File: src/rtl/bsc_pkg.sv
// Shared types and constants of the clipped 3x3 box smoothing filter.
`default_nettype none
package bsc_pkg;
	localparam int MAX_WIDTH_DEF   = 32;
	localparam int SAMPLE_BITS_DEF = 16;
	localparam int WIDTH_BITS      = 6;
	localparam int HEIGHT_BITS     = 11;
	localparam int CFG_BITS        = 11;
	localparam int ROW_BITS        = 10;
	localparam int MAX_HEIGHT      = 1024;
	localparam int DIV_BITS        = 4;

	localparam logic REG_WIDTH  = 1'b0;
	localparam logic REG_HEIGHT = 1'b1;

	typedef enum logic [1:0] {
		JOB_PTR,
		JOB_PREV,
		JOB_CUR
	} job_t;

	typedef struct packed {
		logic write;
		logic start;
		job_t job;
		logic adv_ptr;
		logic adv_in;
	} cmd_t;

	typedef struct packed {
		logic ptr_ok;
		logic lr_a_ok;
		logic lr_b_ok;
		logic done;
	} sts_t;
endpackage
`default_nettype wire

File: src/rtl/bsc_div.sv
// Divider of window sums by the window pixel count, using shifts and reciprocal multiplication.
`default_nettype none
module bsc_div #(
	parameter int SUM_BITS = 20
) (
	input  wire logic                           clk,
	input  wire logic                           arst_n,
	input  wire logic                           start,
	input  wire logic [SUM_BITS-1:0]            dividend,
	input  wire logic [bsc_pkg::DIV_BITS-1:0]   divisor,
	output logic                                done,
	output logic [SUM_BITS-1:0]                 quotient
);
	import bsc_pkg::*;

	localparam int LO_BITS = SUM_BITS / 2;
	localparam int HI_BITS = SUM_BITS - LO_BITS;
	localparam int SHIFT   = SUM_BITS + 2;
	localparam int M_BITS  = SUM_BITS + 1;
	localparam int PL_BITS = LO_BITS + M_BITS;
	localparam int PH_BITS = HI_BITS + M_BITS;
	localparam int P_BITS  = SUM_BITS + M_BITS;
	localparam logic [M_BITS-1:0] RECIP3 = M_BITS'(((64'd1 << SHIFT) + 64'd2) / 64'd3);

	logic [SUM_BITS-1:0] val_q;
	logic [PL_BITS-1:0]  plo_q;
	logic [1:0]          pass_q;
	logic                half_q;
	logic                busy_q;
	logic                done_q;
	logic [PL_BITS-1:0]  plo;
	logic [PH_BITS-1:0]  phi;
	logic [P_BITS-1:0]   full;
	logic [SUM_BITS-1:0] shifted;
	logic [1:0]          passes;

	// Division by three is a multiplication by the rounded-up reciprocal, split into
	// the low and the high half of the operand, one after the other. Nine is three twice.
	assign plo  = PL_BITS'(val_q[LO_BITS-1:0]) * PL_BITS'(RECIP3);
	assign phi  = PH_BITS'(val_q[SUM_BITS-1:LO_BITS]) * PH_BITS'(RECIP3);
	assign full = {phi, {LO_BITS{1'b0}}} + P_BITS'(plo_q);

	always_comb begin
		unique case (divisor)
			DIV_BITS'(2), DIV_BITS'(6): shifted = dividend >> 1;
			DIV_BITS'(4):               shifted = dividend >> 2;
			default:                    shifted = dividend;
		endcase
		unique case (divisor)
			DIV_BITS'(3), DIV_BITS'(6): passes = 2'd1;
			DIV_BITS'(9):               passes = 2'd2;
			default:                    passes = 2'd0;
		endcase
	end

	always_ff @(posedge clk or negedge arst_n) begin
		if (!arst_n) begin
			busy_q <= 1'b0;
			done_q <= 1'b0;
			half_q <= 1'b0;
			pass_q <= '0;
		end else begin
			done_q <= 1'b0;
			if (start) begin
				busy_q <= 1'b1;
				half_q <= 1'b0;
				pass_q <= passes;
			end else if (busy_q) begin
				if (pass_q == 2'd0) begin
					busy_q <= 1'b0;
					done_q <= 1'b1;
				end else if (!half_q) begin
					half_q <= 1'b1;
				end else begin
					half_q <= 1'b0;
					pass_q <= pass_q - 2'd1;
				end
			end
		end
	end

	always_ff @(posedge clk) begin
		if (start) begin
			val_q <= shifted;
		end else if (busy_q && (pass_q != 2'd0)) begin
			if (!half_q) begin
				plo_q <= plo;
			end else begin
				val_q <= SUM_BITS'(full[P_BITS-1:SHIFT]);
			end
		end
	end

	assign done     = done_q;
	assign quotient = val_q;
endmodule
`default_nettype wire

File: src/rtl/bsc_dpath.sv
// Datapath: configuration, position counters, three-row line store, window sum and divider.
`default_nettype none
module bsc_dpath #(
	parameter int MAX_WIDTH   = bsc_pkg::MAX_WIDTH_DEF,
	parameter int SAMPLE_BITS = bsc_pkg::SAMPLE_BITS_DEF
) (
	input  wire logic                          clk,
	input  wire logic                          arst_n,
	input  wire logic                          wr_en,
	input  wire logic                          wr_index,
	input  wire logic [bsc_pkg::CFG_BITS-1:0]  wr_data,
	input  wire logic [SAMPLE_BITS-1:0]        sample,
	input  wire bsc_pkg::cmd_t                 cmd,
	output bsc_pkg::sts_t                      sts,
	output logic [SAMPLE_BITS-1:0]             smoothed,
	output logic                               frame_end
);
	import bsc_pkg::*;

	localparam int CW    = $clog2(MAX_WIDTH);
	localparam int DEPTH = 3 * MAX_WIDTH;
	localparam int AW    = $clog2(DEPTH);
	localparam int SW    = SAMPLE_BITS + 4;

	logic [WIDTH_BITS-1:0]  width_q;
	logic [HEIGHT_BITS-1:0] height_q;
	logic [CW-1:0]          wm1;
	logic [ROW_BITS-1:0]    hm1;

	logic [CW-1:0]       in_col_q, out_col_q;
	logic [ROW_BITS-1:0] in_row_q, out_row_q;
	logic [1:0]          in_slot_q, out_slot_q;

	logic [SAMPLE_BITS-1:0] store [DEPTH];
	logic [SAMPLE_BITS-1:0] rd_data_s1;
	logic [AW-1:0]          rd_addr, wr_addr;

	logic [CW-1:0]       cx_q, jx;
	logic [ROW_BITS-1:0] cy_q, jy;
	logic [1:0]          cs_q, js;
	logic [DIV_BITS-1:0] n_q;
	logic                fe_q;
	logic [1:0]          r_q, c_q;
	logic                rd_busy_q, acc_en_s1, tail_q, div_go_q;
	logic [SW-1:0]       acc_q;
	logic [SAMPLE_BITS-1:0] res_q;
	logic                div_done;
	logic [SW-1:0]       quo;

	logic [1:0]          nxc, nyc;
	logic                pres, rp, cp;
	logic [1:0]          rslot;
	logic [CW-1:0]       xx;
	logic [ROW_BITS:0]   ny;
	logic [CW-1:0]       nx;

	function automatic logic [1:0] slot_next(input logic [1:0] s);
		return (s == 2'd2) ? 2'd0 : s + 2'd1;
	endfunction

	function automatic logic [1:0] slot_prev(input logic [1:0] s);
		return (s == 2'd0) ? 2'd2 : s - 2'd1;
	endfunction

	function automatic logic [AW-1:0] slot_base(input logic [1:0] s);
		logic [AW-1:0] b;
		unique case (s)
			2'd0:    b = '0;
			2'd1:    b = AW'(MAX_WIDTH);
			default: b = AW'(2 * MAX_WIDTH);
		endcase
		return b;
	endfunction

	always_comb begin
		int weff;
		int heff;
		weff = (width_q == '0) ? 1 : int'(width_q);
		if (weff > MAX_WIDTH) weff = MAX_WIDTH;
		heff = (height_q == '0) ? 1 : int'(height_q);
		if (heff > MAX_HEIGHT) heff = MAX_HEIGHT;
		wm1 = CW'(weff - 1);
		hm1 = ROW_BITS'(heff - 1);
	end

	assign ny = {1'b0, out_row_q} + 1'b1;
	assign nx = (out_col_q < wm1) ? out_col_q + 1'b1 : wm1;

	always_comb begin
		sts.ptr_ok  = (out_row_q < hm1) &&
			((ny < {1'b0, in_row_q}) || ((ny == {1'b0, in_row_q}) && (nx <= in_col_q)));
		sts.lr_a_ok = (in_row_q == hm1) && (in_col_q != '0);
		sts.lr_b_ok = (in_row_q == hm1) && (in_col_q == wm1);
		sts.done    = div_done;
	end

	always_comb begin
		unique case (cmd.job)
			JOB_PTR: begin
				jx = out_col_q;
				jy = out_row_q;
				js = out_slot_q;
			end
			JOB_PREV: begin
				jx = in_col_q - 1'b1;
				jy = in_row_q;
				js = in_slot_q;
			end
			default: begin
				jx = in_col_q;
				jy = in_row_q;
				js = in_slot_q;
			end
		endcase
		nxc = 2'd1 + {1'b0, jx != '0} + {1'b0, jx < wm1};
		nyc = 2'd1 + {1'b0, jy != '0} + {1'b0, jy < hm1};
	end

	always_comb begin
		rp = (r_q == 2'd0) ? (cy_q != '0) : (r_q == 2'd2) ? (cy_q < hm1) : 1'b1;
		cp = (c_q == 2'd0) ? (cx_q != '0) : (c_q == 2'd2) ? (cx_q < wm1) : 1'b1;
		pres  = rp && cp;
		rslot = (r_q == 2'd0) ? slot_prev(cs_q) : (r_q == 2'd2) ? slot_next(cs_q) : cs_q;
		xx    = cx_q + CW'(c_q) - CW'(1);
		rd_addr = pres ? slot_base(rslot) + AW'(xx) : '0;
		wr_addr = slot_base(in_slot_q) + AW'(in_col_q);
	end

	always_ff @(posedge clk or negedge arst_n) begin
		if (!arst_n) begin
			width_q    <= WIDTH_BITS'(5);
			height_q   <= HEIGHT_BITS'(5);
			in_col_q   <= '0;
			in_row_q   <= '0;
			in_slot_q  <= '0;
			out_col_q  <= '0;
			out_row_q  <= '0;
			out_slot_q <= '0;
		end else if (wr_en) begin
			if (wr_index == REG_WIDTH) begin
				width_q <= wr_data[WIDTH_BITS-1:0];
			end else begin
				height_q <= wr_data[HEIGHT_BITS-1:0];
			end
			in_col_q   <= '0;
			in_row_q   <= '0;
			in_slot_q  <= '0;
			out_col_q  <= '0;
			out_row_q  <= '0;
			out_slot_q <= '0;
		end else if (cmd.adv_ptr) begin
			if (out_col_q == wm1) begin
				out_col_q  <= '0;
				out_row_q  <= out_row_q + 1'b1;
				out_slot_q <= slot_next(out_slot_q);
			end else begin
				out_col_q <= out_col_q + 1'b1;
			end
		end else if (cmd.adv_in) begin
			if (in_col_q == wm1) begin
				in_col_q <= '0;
				if (in_row_q == hm1) begin
					in_row_q   <= '0;
					in_slot_q  <= '0;
					out_col_q  <= '0;
					out_row_q  <= '0;
					out_slot_q <= '0;
				end else begin
					in_row_q  <= in_row_q + 1'b1;
					in_slot_q <= slot_next(in_slot_q);
				end
			end else begin
				in_col_q <= in_col_q + 1'b1;
			end
		end
	end

	always_ff @(posedge clk) begin
		if (cmd.write) begin
			store[wr_addr] <= sample;
		end
		rd_data_s1 <= store[rd_addr];
	end

	always_ff @(posedge clk or negedge arst_n) begin
		if (!arst_n) begin
			rd_busy_q <= 1'b0;
			acc_en_s1 <= 1'b0;
			tail_q    <= 1'b0;
			div_go_q  <= 1'b0;
			r_q       <= '0;
			c_q       <= '0;
		end else begin
			acc_en_s1 <= rd_busy_q && pres;
			tail_q    <= 1'b0;
			div_go_q  <= tail_q;
			if (cmd.start) begin
				rd_busy_q <= 1'b1;
				r_q       <= '0;
				c_q       <= '0;
			end else if (rd_busy_q) begin
				if (c_q == 2'd2) begin
					c_q <= '0;
					r_q <= r_q + 1'b1;
					if (r_q == 2'd2) begin
						rd_busy_q <= 1'b0;
						tail_q    <= 1'b1;
					end
				end else begin
					c_q <= c_q + 1'b1;
				end
			end
		end
	end

	always_ff @(posedge clk) begin
		if (cmd.start) begin
			cx_q  <= jx;
			cy_q  <= jy;
			cs_q  <= js;
			n_q   <= DIV_BITS'(nxc * nyc);
			fe_q  <= (jx == wm1) && (jy == hm1);
			acc_q <= '0;
		end else if (acc_en_s1) begin
			acc_q <= acc_q + SW'(rd_data_s1);
		end
		if (div_done) begin
			res_q <= quo[SAMPLE_BITS-1:0];
		end
	end

	bsc_div #(
		.SUM_BITS (SW)
	) u_div (
		.clk      (clk),
		.arst_n   (arst_n),
		.start    (div_go_q),
		.dividend (acc_q),
		.divisor  (n_q),
		.done     (div_done),
		.quotient (quo)
	);

	assign smoothed  = res_q;
	assign frame_end = fe_q;
endmodule
`default_nettype wire

File: src/rtl/bsc_ctrl.sv
// Controller: sequences the results caused by each input transaction.
`default_nettype none
module bsc_ctrl (
	input  wire logic           clk,
	input  wire logic           arst_n,
	input  wire logic           in_valid,
	output logic                in_stall,
	output logic                out_valid,
	input  wire logic           out_stall,
	output logic                run_last,
	input  wire bsc_pkg::sts_t  sts,
	output bsc_pkg::cmd_t       cmd
);
	import bsc_pkg::*;

	typedef enum logic [1:0] {
		S_IDLE,
		S_FIND,
		S_CALC,
		S_OUT
	} state_t;

	typedef enum logic [1:0] {
		PH_PTR,
		PH_LRA,
		PH_LRB,
		PH_DONE
	} phase_t;

	state_t state_q;
	phase_t phase_q;
	job_t   job_q;
	job_t   job;
	logic [1:0] k_q;
	logic   pend_q, last_q, found;

	always_comb begin
		found = 1'b0;
		job   = JOB_PTR;
		unique case (phase_q)
			PH_PTR: begin
				found = (k_q != 2'd3) && sts.ptr_ok;
				job   = JOB_PTR;
			end
			PH_LRA: begin
				found = sts.lr_a_ok;
				job   = JOB_PREV;
			end
			PH_LRB: begin
				found = sts.lr_b_ok;
				job   = JOB_CUR;
			end
			default: begin
				found = 1'b0;
				job   = JOB_CUR;
			end
		endcase
	end

	always_comb begin
		cmd.write   = (state_q == S_IDLE) && in_valid;
		cmd.start   = (state_q == S_FIND) && found && !pend_q;
		cmd.job     = job;
		cmd.adv_ptr = (state_q == S_CALC) && sts.done && (job_q == JOB_PTR);
		cmd.adv_in  = (state_q == S_FIND) && (phase_q == PH_DONE);
	end

	always_ff @(posedge clk or negedge arst_n) begin
		if (!arst_n) begin
			state_q <= S_IDLE;
			phase_q <= PH_PTR;
			job_q   <= JOB_PTR;
			k_q     <= '0;
			pend_q  <= 1'b0;
			last_q  <= 1'b0;
		end else begin
			unique case (state_q)
				S_IDLE: begin
					if (in_valid) begin
						phase_q <= PH_PTR;
						k_q     <= '0;
						state_q <= S_FIND;
					end
				end
				S_FIND: begin
					if (phase_q == PH_DONE) begin
						last_q  <= 1'b1;
						state_q <= pend_q ? S_OUT : S_IDLE;
					end else if (found) begin
						if (pend_q) begin
							last_q  <= 1'b0;
							state_q <= S_OUT;
						end else begin
							job_q   <= job;
							state_q <= S_CALC;
						end
					end else begin
						unique case (phase_q)
							PH_PTR:  phase_q <= PH_LRA;
							PH_LRA:  phase_q <= PH_LRB;
							default: phase_q <= PH_DONE;
						endcase
					end
				end
				S_CALC: begin
					if (sts.done) begin
						pend_q  <= 1'b1;
						state_q <= S_FIND;
						unique case (job_q)
							JOB_PTR:  k_q <= k_q + 1'b1;
							JOB_PREV: phase_q <= PH_LRB;
							default:  phase_q <= PH_DONE;
						endcase
					end
				end
				default: begin
					if (!out_stall) begin
						pend_q  <= 1'b0;
						state_q <= last_q ? S_IDLE : S_FIND;
					end
				end
			endcase
		end
	end

	assign in_stall  = (state_q != S_IDLE);
	assign out_valid = (state_q == S_OUT);
	assign run_last  = last_q;
endmodule
`default_nettype wire

File: src/rtl/box_smooth_3x3_clipped.sv
// Top level of the clipped 3x3 box smoothing filter.
`default_nettype none
// Streaming 3x3 mean filter over a frame of image_width by image_height samples in
// raster order; each output is the truncated mean of its window clipped to the frame.
// One input transaction is taken at a time. A transaction that causes no result
// occupies the accept cycle and the control steps that look for results. Each result
// it causes adds a start, nine line store reads, the read and accumulate pipeline,
// a divider load and the divide passes, then control steps and the output transaction;
// the single read port of the line store sets most of the time a result takes.
// A configuration write restarts the frame; write only while the block is idle.
module box_smooth_3x3_clipped #(
	parameter int MAX_WIDTH   = bsc_pkg::MAX_WIDTH_DEF,
	parameter int SAMPLE_BITS = bsc_pkg::SAMPLE_BITS_DEF
) (
	input  wire logic                          clk,
	input  wire logic                          arst_n,
	input  wire logic                          wr_en,
	input  wire logic                          wr_index,
	input  wire logic [bsc_pkg::CFG_BITS-1:0]  wr_data,
	input  wire logic                          in_valid,
	output logic                               in_stall,
	input  wire logic [SAMPLE_BITS-1:0]        sample,
	output logic                               out_valid,
	input  wire logic                          out_stall,
	output logic [SAMPLE_BITS-1:0]             smoothed,
	output logic                               frame_end,
	output logic                               run_last
);
	import bsc_pkg::*;

	cmd_t cmd;
	sts_t sts;

	bsc_ctrl u_ctrl (
		.clk       (clk),
		.arst_n    (arst_n),
		.in_valid  (in_valid),
		.in_stall  (in_stall),
		.out_valid (out_valid),
		.out_stall (out_stall),
		.run_last  (run_last),
		.sts       (sts),
		.cmd       (cmd)
	);

	bsc_dpath #(
		.MAX_WIDTH   (MAX_WIDTH),
		.SAMPLE_BITS (SAMPLE_BITS)
	) u_dpath (
		.clk       (clk),
		.arst_n    (arst_n),
		.wr_en     (wr_en),
		.wr_index  (wr_index),
		.wr_data   (wr_data),
		.sample    (sample),
		.cmd       (cmd),
		.sts       (sts),
		.smoothed  (smoothed),
		.frame_end (frame_end)
	);
endmodule
`default_nettype wire
File: config.mk
export PLATFORM = sky130hd
export DESIGN_NAME = box_smooth_3x3_clipped
export DESIGN_NICKNAME = d
export VERILOG_FILES = /design/src/rtl/bsc_pkg.sv /design/src/rtl/bsc_div.sv /design/src/rtl/bsc_dpath.sv /design/src/rtl/bsc_ctrl.sv /design/src/rtl/box_smooth_3x3_clipped.sv
export SDC_FILE = /design/constraint.sdc
export NUM_CORES = 2
export LEC_CHECK = 0
export BUFFER_PORTS_ARGS = -buffer_cell sky130_fd_sc_hd__clkbuf_2
export CORE_MARGIN = 1
export CORE_UTILIZATION = 45
export CTS_BUF_LIST = sky130_fd_sc_hd__clkbuf_4 sky130_fd_sc_hd__clkbuf_8
export DETAILED_ROUTE_END_ITERATION = 16
export MAX_ROUTING_LAYER = met4
export PLACE_DENSITY_LB_ADDON = 0.08
export SLEW_MARGIN = 10
export SYNTH_ARGS = -nofsm -noshare
export SYNTH_HDL_FRONTEND = slang
export SYNTH_SLANG_ARGS = --single-unit
File: constraint.sdc
create_clock -name clk -period 8.68 [get_ports clk]
set_input_delay 0.434 -clock clk [delete_from_list [all_inputs] [get_ports clk]]
set_output_delay 0.434 -clock clk [all_outputs]
set_load 0.01 [all_outputs]
# Word-level counts from Yosys, hierarchy flattened

Memory sizes are Yosys's and may differ from the RTL's. A register that Yosys moved wholly into a read port is not among the register bits.
Index checks and enable logic that the tools add are counted.

Register bits: 182
Memory bits (writable): 1,536
Input bits: 33
Output and inout bits: 20
Logic and storage cells: 303
Memories: 1

$add $sub $neg: 26
$mul: 3
$lt $le $gt $ge: 10
Equal/unequal tests: 39
Mux-type cells: 115
Bitwise logic cells: 6
Reductions and logical operators: 70

Memories:

| name          | depth | width | read ports | clocked after memory_dff | write ports | line            | source |
|---|---|---|---|---|---|---|---|
| u_dpath.store | 96    | 16    | 1          | 1                        | 1           | bsc_dpath.sv:34 | `logic [SAMPLE_BITS-1:0] store [DEPTH];` |

Operators with widths:

| operator               | count |
|---|---|
| $mux 10                | 13 |
| $mux 2                 | 40 |
| $mul 10x20->30 const B | 2 |
| $mux 20                | 3 |
| $mux 5                 | 12 |
| $add 41x31->41         | 1 |
| $pmux 20 s2            | 1 |
| $mux 1                 | 31 |
| $lt 10x10->1           | 3 |
| $pmux 7 s2             | 2 |
| $reduce_bool 2->1      | 12 |
| $add 10x1->10 const B  | 2 |
| $add 20x16->20         | 1 |
| $eq 10x10->1           | 2 |
| $logic_not 2->1        | 10 |
| $pmux 2 s2             | 5 |
| $reduce_bool 10->1     | 2 |
| $eq 2x2->1 const B     | 9 |
| $reduce_and 3->1       | 6 |
| $reduce_and 4->1       | 4 |
| $eq 5x5->1             | 3 |
| $logic_and 1x1->1      | 15 |
| $lt 5x5->1             | 3 |
| $reduce_bool 5->1      | 3 |
| 41 further kinds       | 84 |

# Logic depth before layout (Yosys ltp)

Word-level depth: 17
Gate-level depth with buffers: 32
Mapped depth without buffers: 32

# Hierarchy

Synthesis repeated with hierarchy kept, for this count alone.

Cell total of the unflattened synthesis: 5,682
Area, all modules: 77,687.0 µm²

By module, submodules not included:

| module    | instances | cells each | area each (µm²) | seq. area each (µm²) |
|---|---|---|---|---|
| bsc_dpath | 1         | 4,805      | 69,220.1        | 49,467.4 |
| bsc_div   | 1         | 796        | 7,738.7         | 1,326.3 |
| bsc_ctrl  | 1         | 81         | 728.2           | 250.2 |

# Worst setup path before layout

No wires, ideal clock.

Path kind: reg-to-reg
From: register u_dpath.width_q[1]
To: register u_dpath.cs_q[0] (enable)
Setup time: 457 ps
Arrival time: 7,031 ps
Data required time: 8,223 ps
Setup slack: 1,192 ps
Stages on the path, launching flop included: 25
Path buffers: 0
Clock period less this slack: 7,488 ps
Cell sequence: dfrtp_1 -> nor4_1 -> nor2_1 -> nor2_1 -> inv_1 -> ha_1 -> xnor2_1 -> ha_1 -> o21ai_0 -> nand2b_1 -> maj3_1 -> maj3_1 -> nor2_1 -> a21oi_1 -> ha_1 -> nor2b_1 -> o21a_1 -> o21ai_0 -> nand2b_1 -> a21oi_1 -> a31oi_1 -> or4_1 -> a211oi_1 -> a31oi_1 -> nor4_1

RTL lines:

| what                     | line             | source |
|---|---|---|
| start: declaration       | bsc_dpath.sv:25  | `logic [WIDTH_BITS-1:0] width_q;` |
| start signal: assignment | bsc_dpath.sv:141 | `width_q <= wr_data[WIDTH_BITS-1:0];` |
| end signal: assignment   | bsc_dpath.sv:220 | `cs_q <= js;` |
| end: declaration         | bsc_dpath.sv:40  | `logic [1:0] cs_q, js;` |

# Worst setup path after layout

From: register u_dpath.u_div.val_q[14], in the netlist u_dpath.u_div.quotient[14]
To: register u_dpath.u_div.val_q[18], in the netlist u_dpath.u_div.quotient[18], data pin

Longest elaborated chain between the ends: 5

RTL lines:

| what                     | line          | source |
|---|---|---|
| start: declaration       | bsc_div.sv:25 | `logic [SUM_BITS-1:0] val_q;` |
| start signal: assignment | bsc_div.sv:84 | `val_q <= shifted;` |
| start signal: assignment | bsc_div.sv:89 | `val_q <= SUM_BITS'(full[P_BITS-1:SHIFT]);` |
| $mul 10x20->30           | bsc_div.sv:40 | `assign phi = PH_BITS'(val_q[SUM_BITS-1:LO_BITS]) * PH_BITS'(RECIP3);` |
| $add 41x31->41           | bsc_div.sv:41 | `assign full = {phi, {LO_BITS{1'b0}}} + P_BITS'(plo_q);` |
| $mux 20                  | bsc_div.sv:86 | `if (!half_q) begin` |
| $mux 20                  | bsc_div.sv:85 | `end else if (busy_q && (pass_q != 2'd0)) begin` |
| $mux 20                  | bsc_div.sv:83 | `if (start) begin` |

No other way between the ends. The select of a mux whose other input is x is not followed.
A chain may end at the register's enable or synchronous reset.

==> summary.txt <==
Detailed routing
  – Drc violations: 0
  – Via Count: 49400
  – Antenna viol nets, final: 1
  – Final wirelength: 232000 um
  – DR vias/cell: 6.01
  – Drt wl/cell: 28.3 um
  – DR pass1 iterations: 5
  – 1st-iter DRT viols: 5562

Critical path
  – Critical path arrival: 8620 ps
  – R2r setup slk: 810 ps
  – Startpoint types: flop
  – Crit-path max FO: 4
  – Worst setup EP type: flop
  – Crit path launch: u_dpath.u_div.quotient[14]
  – Setup crit end: u_dpath.u_div.quotient[18]
  – R2r endpoint: u_dpath.u_div.quotient[18]
  – WS Path Type: flop to flop
  – Slowest CP cell: fa_1
  – Critical Path RT: 9430 ps
  – Reg2reg start: u_dpath.u_div.quotient[14]
  – Crit-path most repeated cell: fa_1
  – Crit path largest cell delay: 570 ps
  – Reg2Reg Depth: 28

Finish
  – Post-route cell area: 0.0866 sq mm
  – Footprint of the multi-input gates: 0.0242 sq mm
  – Most common cell after layout, fill and taps aside: edfxtp_1
  – Fill cell count: 14400
  – Most frequent cells in the layout: edfxtp_1 (1614), nand2_1 (477), clkbuf_8 (321)
  – Area delta synth->final: 12.3%
  – Register area: 0.0510 sq mm
  – Nets: 6131
  – Layout cell share with drive strength beyond 1: 15.6%

Timing
  – Minimum clock period: 7870 ps
  – Slew headroom: 21.1%
  – Final Hold Vio Count: 0
  – Final slew viol count: 0
  – Transition time of the tightest slew-check pin: 1180 ps
  – Unrepaired setup endpoints after global routing: false
  – Total negative slack: 0 ps
  – Fmax: 127 MHz
  – Final setup violation count: 0
  – Clock Skew: 61.3 ps
  – Final Cycle Share: 90.6%

Clock tree
  – CTS Hold Bufs: 31
  – Max clock buf depth: 4
  – Clk sinks: 1724
  – Gates resized, CTS repair: 0
  – Num CTS Buffers: 310
  – Root buffer cell: clkbuf_8
  – Clock-pin slew on the worst setup and hold paths: 70 ps
  – CTS tree: built
  – Clk_lat worst skew: 1050 ps
  – Setup Buffers After CTS: 0
  – Clock H-tree levels: 5

Global routing
  – Largest net degree at the start of global routing: 109
  – Initial antenna violation count: 10
  – First-pass GRT wire length: 339000 um
  – Grt total ovfl: 0
  – Number of global-route vias before repair: 48400
  – Total track usage: 27.5%

Place
  – Detailed placement HPWL: 142000 um
  – GPL Wtd Cong: 0.899
  – Post-DP Area: 0.0806 sq mm
  – Buffers on Ports: 52

Logic synthesis
  – Asr flop ratio synth: 4.29%
  – Avg Inst Size Synth: 14.0 sq um
  – Seq/Total Area, Yosys: 66.2%
  – #FFs+latches synth: 1724
  – Mapped Area: 0.0771 sq mm
  – Syn_nets: 5851
  – Post-synth EDFFs: 1614
  – Mapped Cells: 5501
  – YS warnings: 0
  – Synth cell types: 96
  – Most used DFF post-synth: edfxtp_1

Die
  – Die width: 416 um
  – Full die area: 0.173 sq mm
  – Die height: 416 um
  – Total core area: 0.170 sq mm
  – I/O Pins: 53
  – Row count: 151
  – Initial Utilization: 45.4%

Power
  – Clk pwr share: 43.1%
  – Sw Share: 21.8%
  – Flop pwr share: 54.7%
  – PwrDens: 193 mW/mm^2
  – Internal power: 13000 uW
  – Final Power: 16700 uW
  – Comb power frac: 2.3%
  – Peak VDD IR: 0.186 mV
  – Net Sw Power: 3630 uW
  – Pleak: 0.0302 uW

Outcome
  – Failing checks: antenna rules
  – Status: complete, but fails checks

Flow run
  – MaxCap Viol Count: 0

Hold path
  – Hold crit path type: input port to asynchronous set/reset pin
==> cell type report <==
| class | instances | share of cell area (%) |
|---|---|---|
| Antenna cell | 9 | 0.0260 |
| Inverter | 183 | 0.793 |
| Multi-Input combinational cell | 3276 | 27.9 |
| Clock buffer | 410 | 5.87 |
| Tap cell | 2218 | 3.20 |
| Clock inverter | 114 | 0.631 |
| Timing Repair Buffer | 286 | 2.60 |
| Sequential cell | 1724 | 58.9 |
==> worst max-delay path, delay by kind of cell, from the launching register on <==
family                   cells  cell delay, ps
AO/OA/AOI/OAI                7            1620
XOR/XNOR                     1             100
adder cells (fa/ha/maj)      7            2990
buffers and inverters        2             150
flip-flops                   1             480
AND/OR/NAND/NOR             11            2240
==> synth_stat cells (85+ instances only) <==
| library cell | n | area [sq um] |
|---|---|---|
| o221ai_1 | 85 | 744 |
| ha_1 | 251 | 3140 |
| mux2i_1 | 187 | 1870 |
| nor3_1 | 90 | 450 |
| o21ai_0 | 212 | 1060 |
| mux2_2 | 117 | 1320 |
| edfxtp_1 | 1614 | 48500 |
| clkbuf_1 | 186 | 698 |
| o22ai_1 | 99 | 619 |
| a31oi_1 | 94 | 588 |
| nand2_1 | 479 | 1800 |
| buf_2 | 96 | 480 |
| inv_1 | 181 | 679 |
| nand3_1 | 167 | 836 |
| nor2_1 | 314 | 1180 |
| a211oi_1 | 97 | 728 |
| a21oi_1 | 168 | 841 |
==> worst min-delay path by stage <==
stage | startpoint | endpoint | slack, ps | cells past startpoint
global placement | u_dpath.tail_q | u_dpath.div_go_q | 330 | 0
global route | sample[12] | u_dpath.store[26][12] | 140 | 1
CTS | sample[14] | u_dpath.store[77][14] | 80 | 1
floorplan | arst_n | u_ctrl.job_q[0] | 140 | 0
detailed placement | u_dpath.tail_q | u_dpath.div_go_q | 340 | 0
finish | arst_n | u_ctrl.k_q[0] | 150 | 2
==> stage by stage <==
stage / worst slack [ps] / util (%) / hold WS, ps / instances
2_1_floorplan: 1190 / - / 138 / 5501
3_3_place_gp: 830 / 47.5 / 333 / 7656
3_5_place_dp: 797 / 47.5 / 337 / 7656
4_1_cts: 737 / 51.0 / 84.8 / 8211
5_1_grt: 179 / 51.0 / 138 / 8215
6_report: 812 / 51.0 / 148 / 8220
==> power by group through the flow <==
stage | sequential, uW | combinational, uW | clock (uW)
floorplan | 9280 | 153 | 0
global placement | 9280 | 358 | 0
detailed placement | 9290 | 368 | 0
CTS | 9110 | 382 | 7320
global route | 9110 | 415 | 7670
finish | 9120 | 380 | 7180
==> cells by family after synthesis <==
| family | after synthesis | share of synthesized area [%] |
|---|---|---|
| AND/OR/NAND/NOR | 1351 | 8.19 |
| multiplexers | 359 | 5.74 |
| XOR/XNOR | 99 | 1.12 |
| flip-flops | 1724 | 66.2 |
| buffers and inverters | 501 | 2.68 |
| adder cells (fa/ha/maj) | 321 | 5.84 |
| AO/OA/AOI/OAI | 1146 | 10.2 |
==> layer usage <==
| metal | global-route usage [%] | part of all wire [%] |
|---|---|---|
| met1 | 38.4 | 44 |
| met2 | 40.4 | 45 |
| met3 | 5.19 | 7.7 |
| met4 | 9.11 | 3.3 |
| met5 | - | 0 |
==> flip-flops by register name, indices dropped and copies added (netlist names), 4 cells and up <==
register                cells
u_dpath.store            1536
u_dpath.acc_q              20
u_dpath.u_div.plo_q        20
u_dpath.u_div.quotient     20
u_dpath.rd_data_s1         16
u_dpath.smoothed           16
u_dpath.height_q           11
u_dpath.cy_q               10
u_dpath.in_row_q           10
u_dpath.out_row_q          10
u_dpath.width_q             6
u_dpath.cx_q                5
u_dpath.in_col_q            5
u_dpath.out_col_q           5
u_dpath.n_q                 4
No activity file was read; power rests on OpenSTA's default activity.
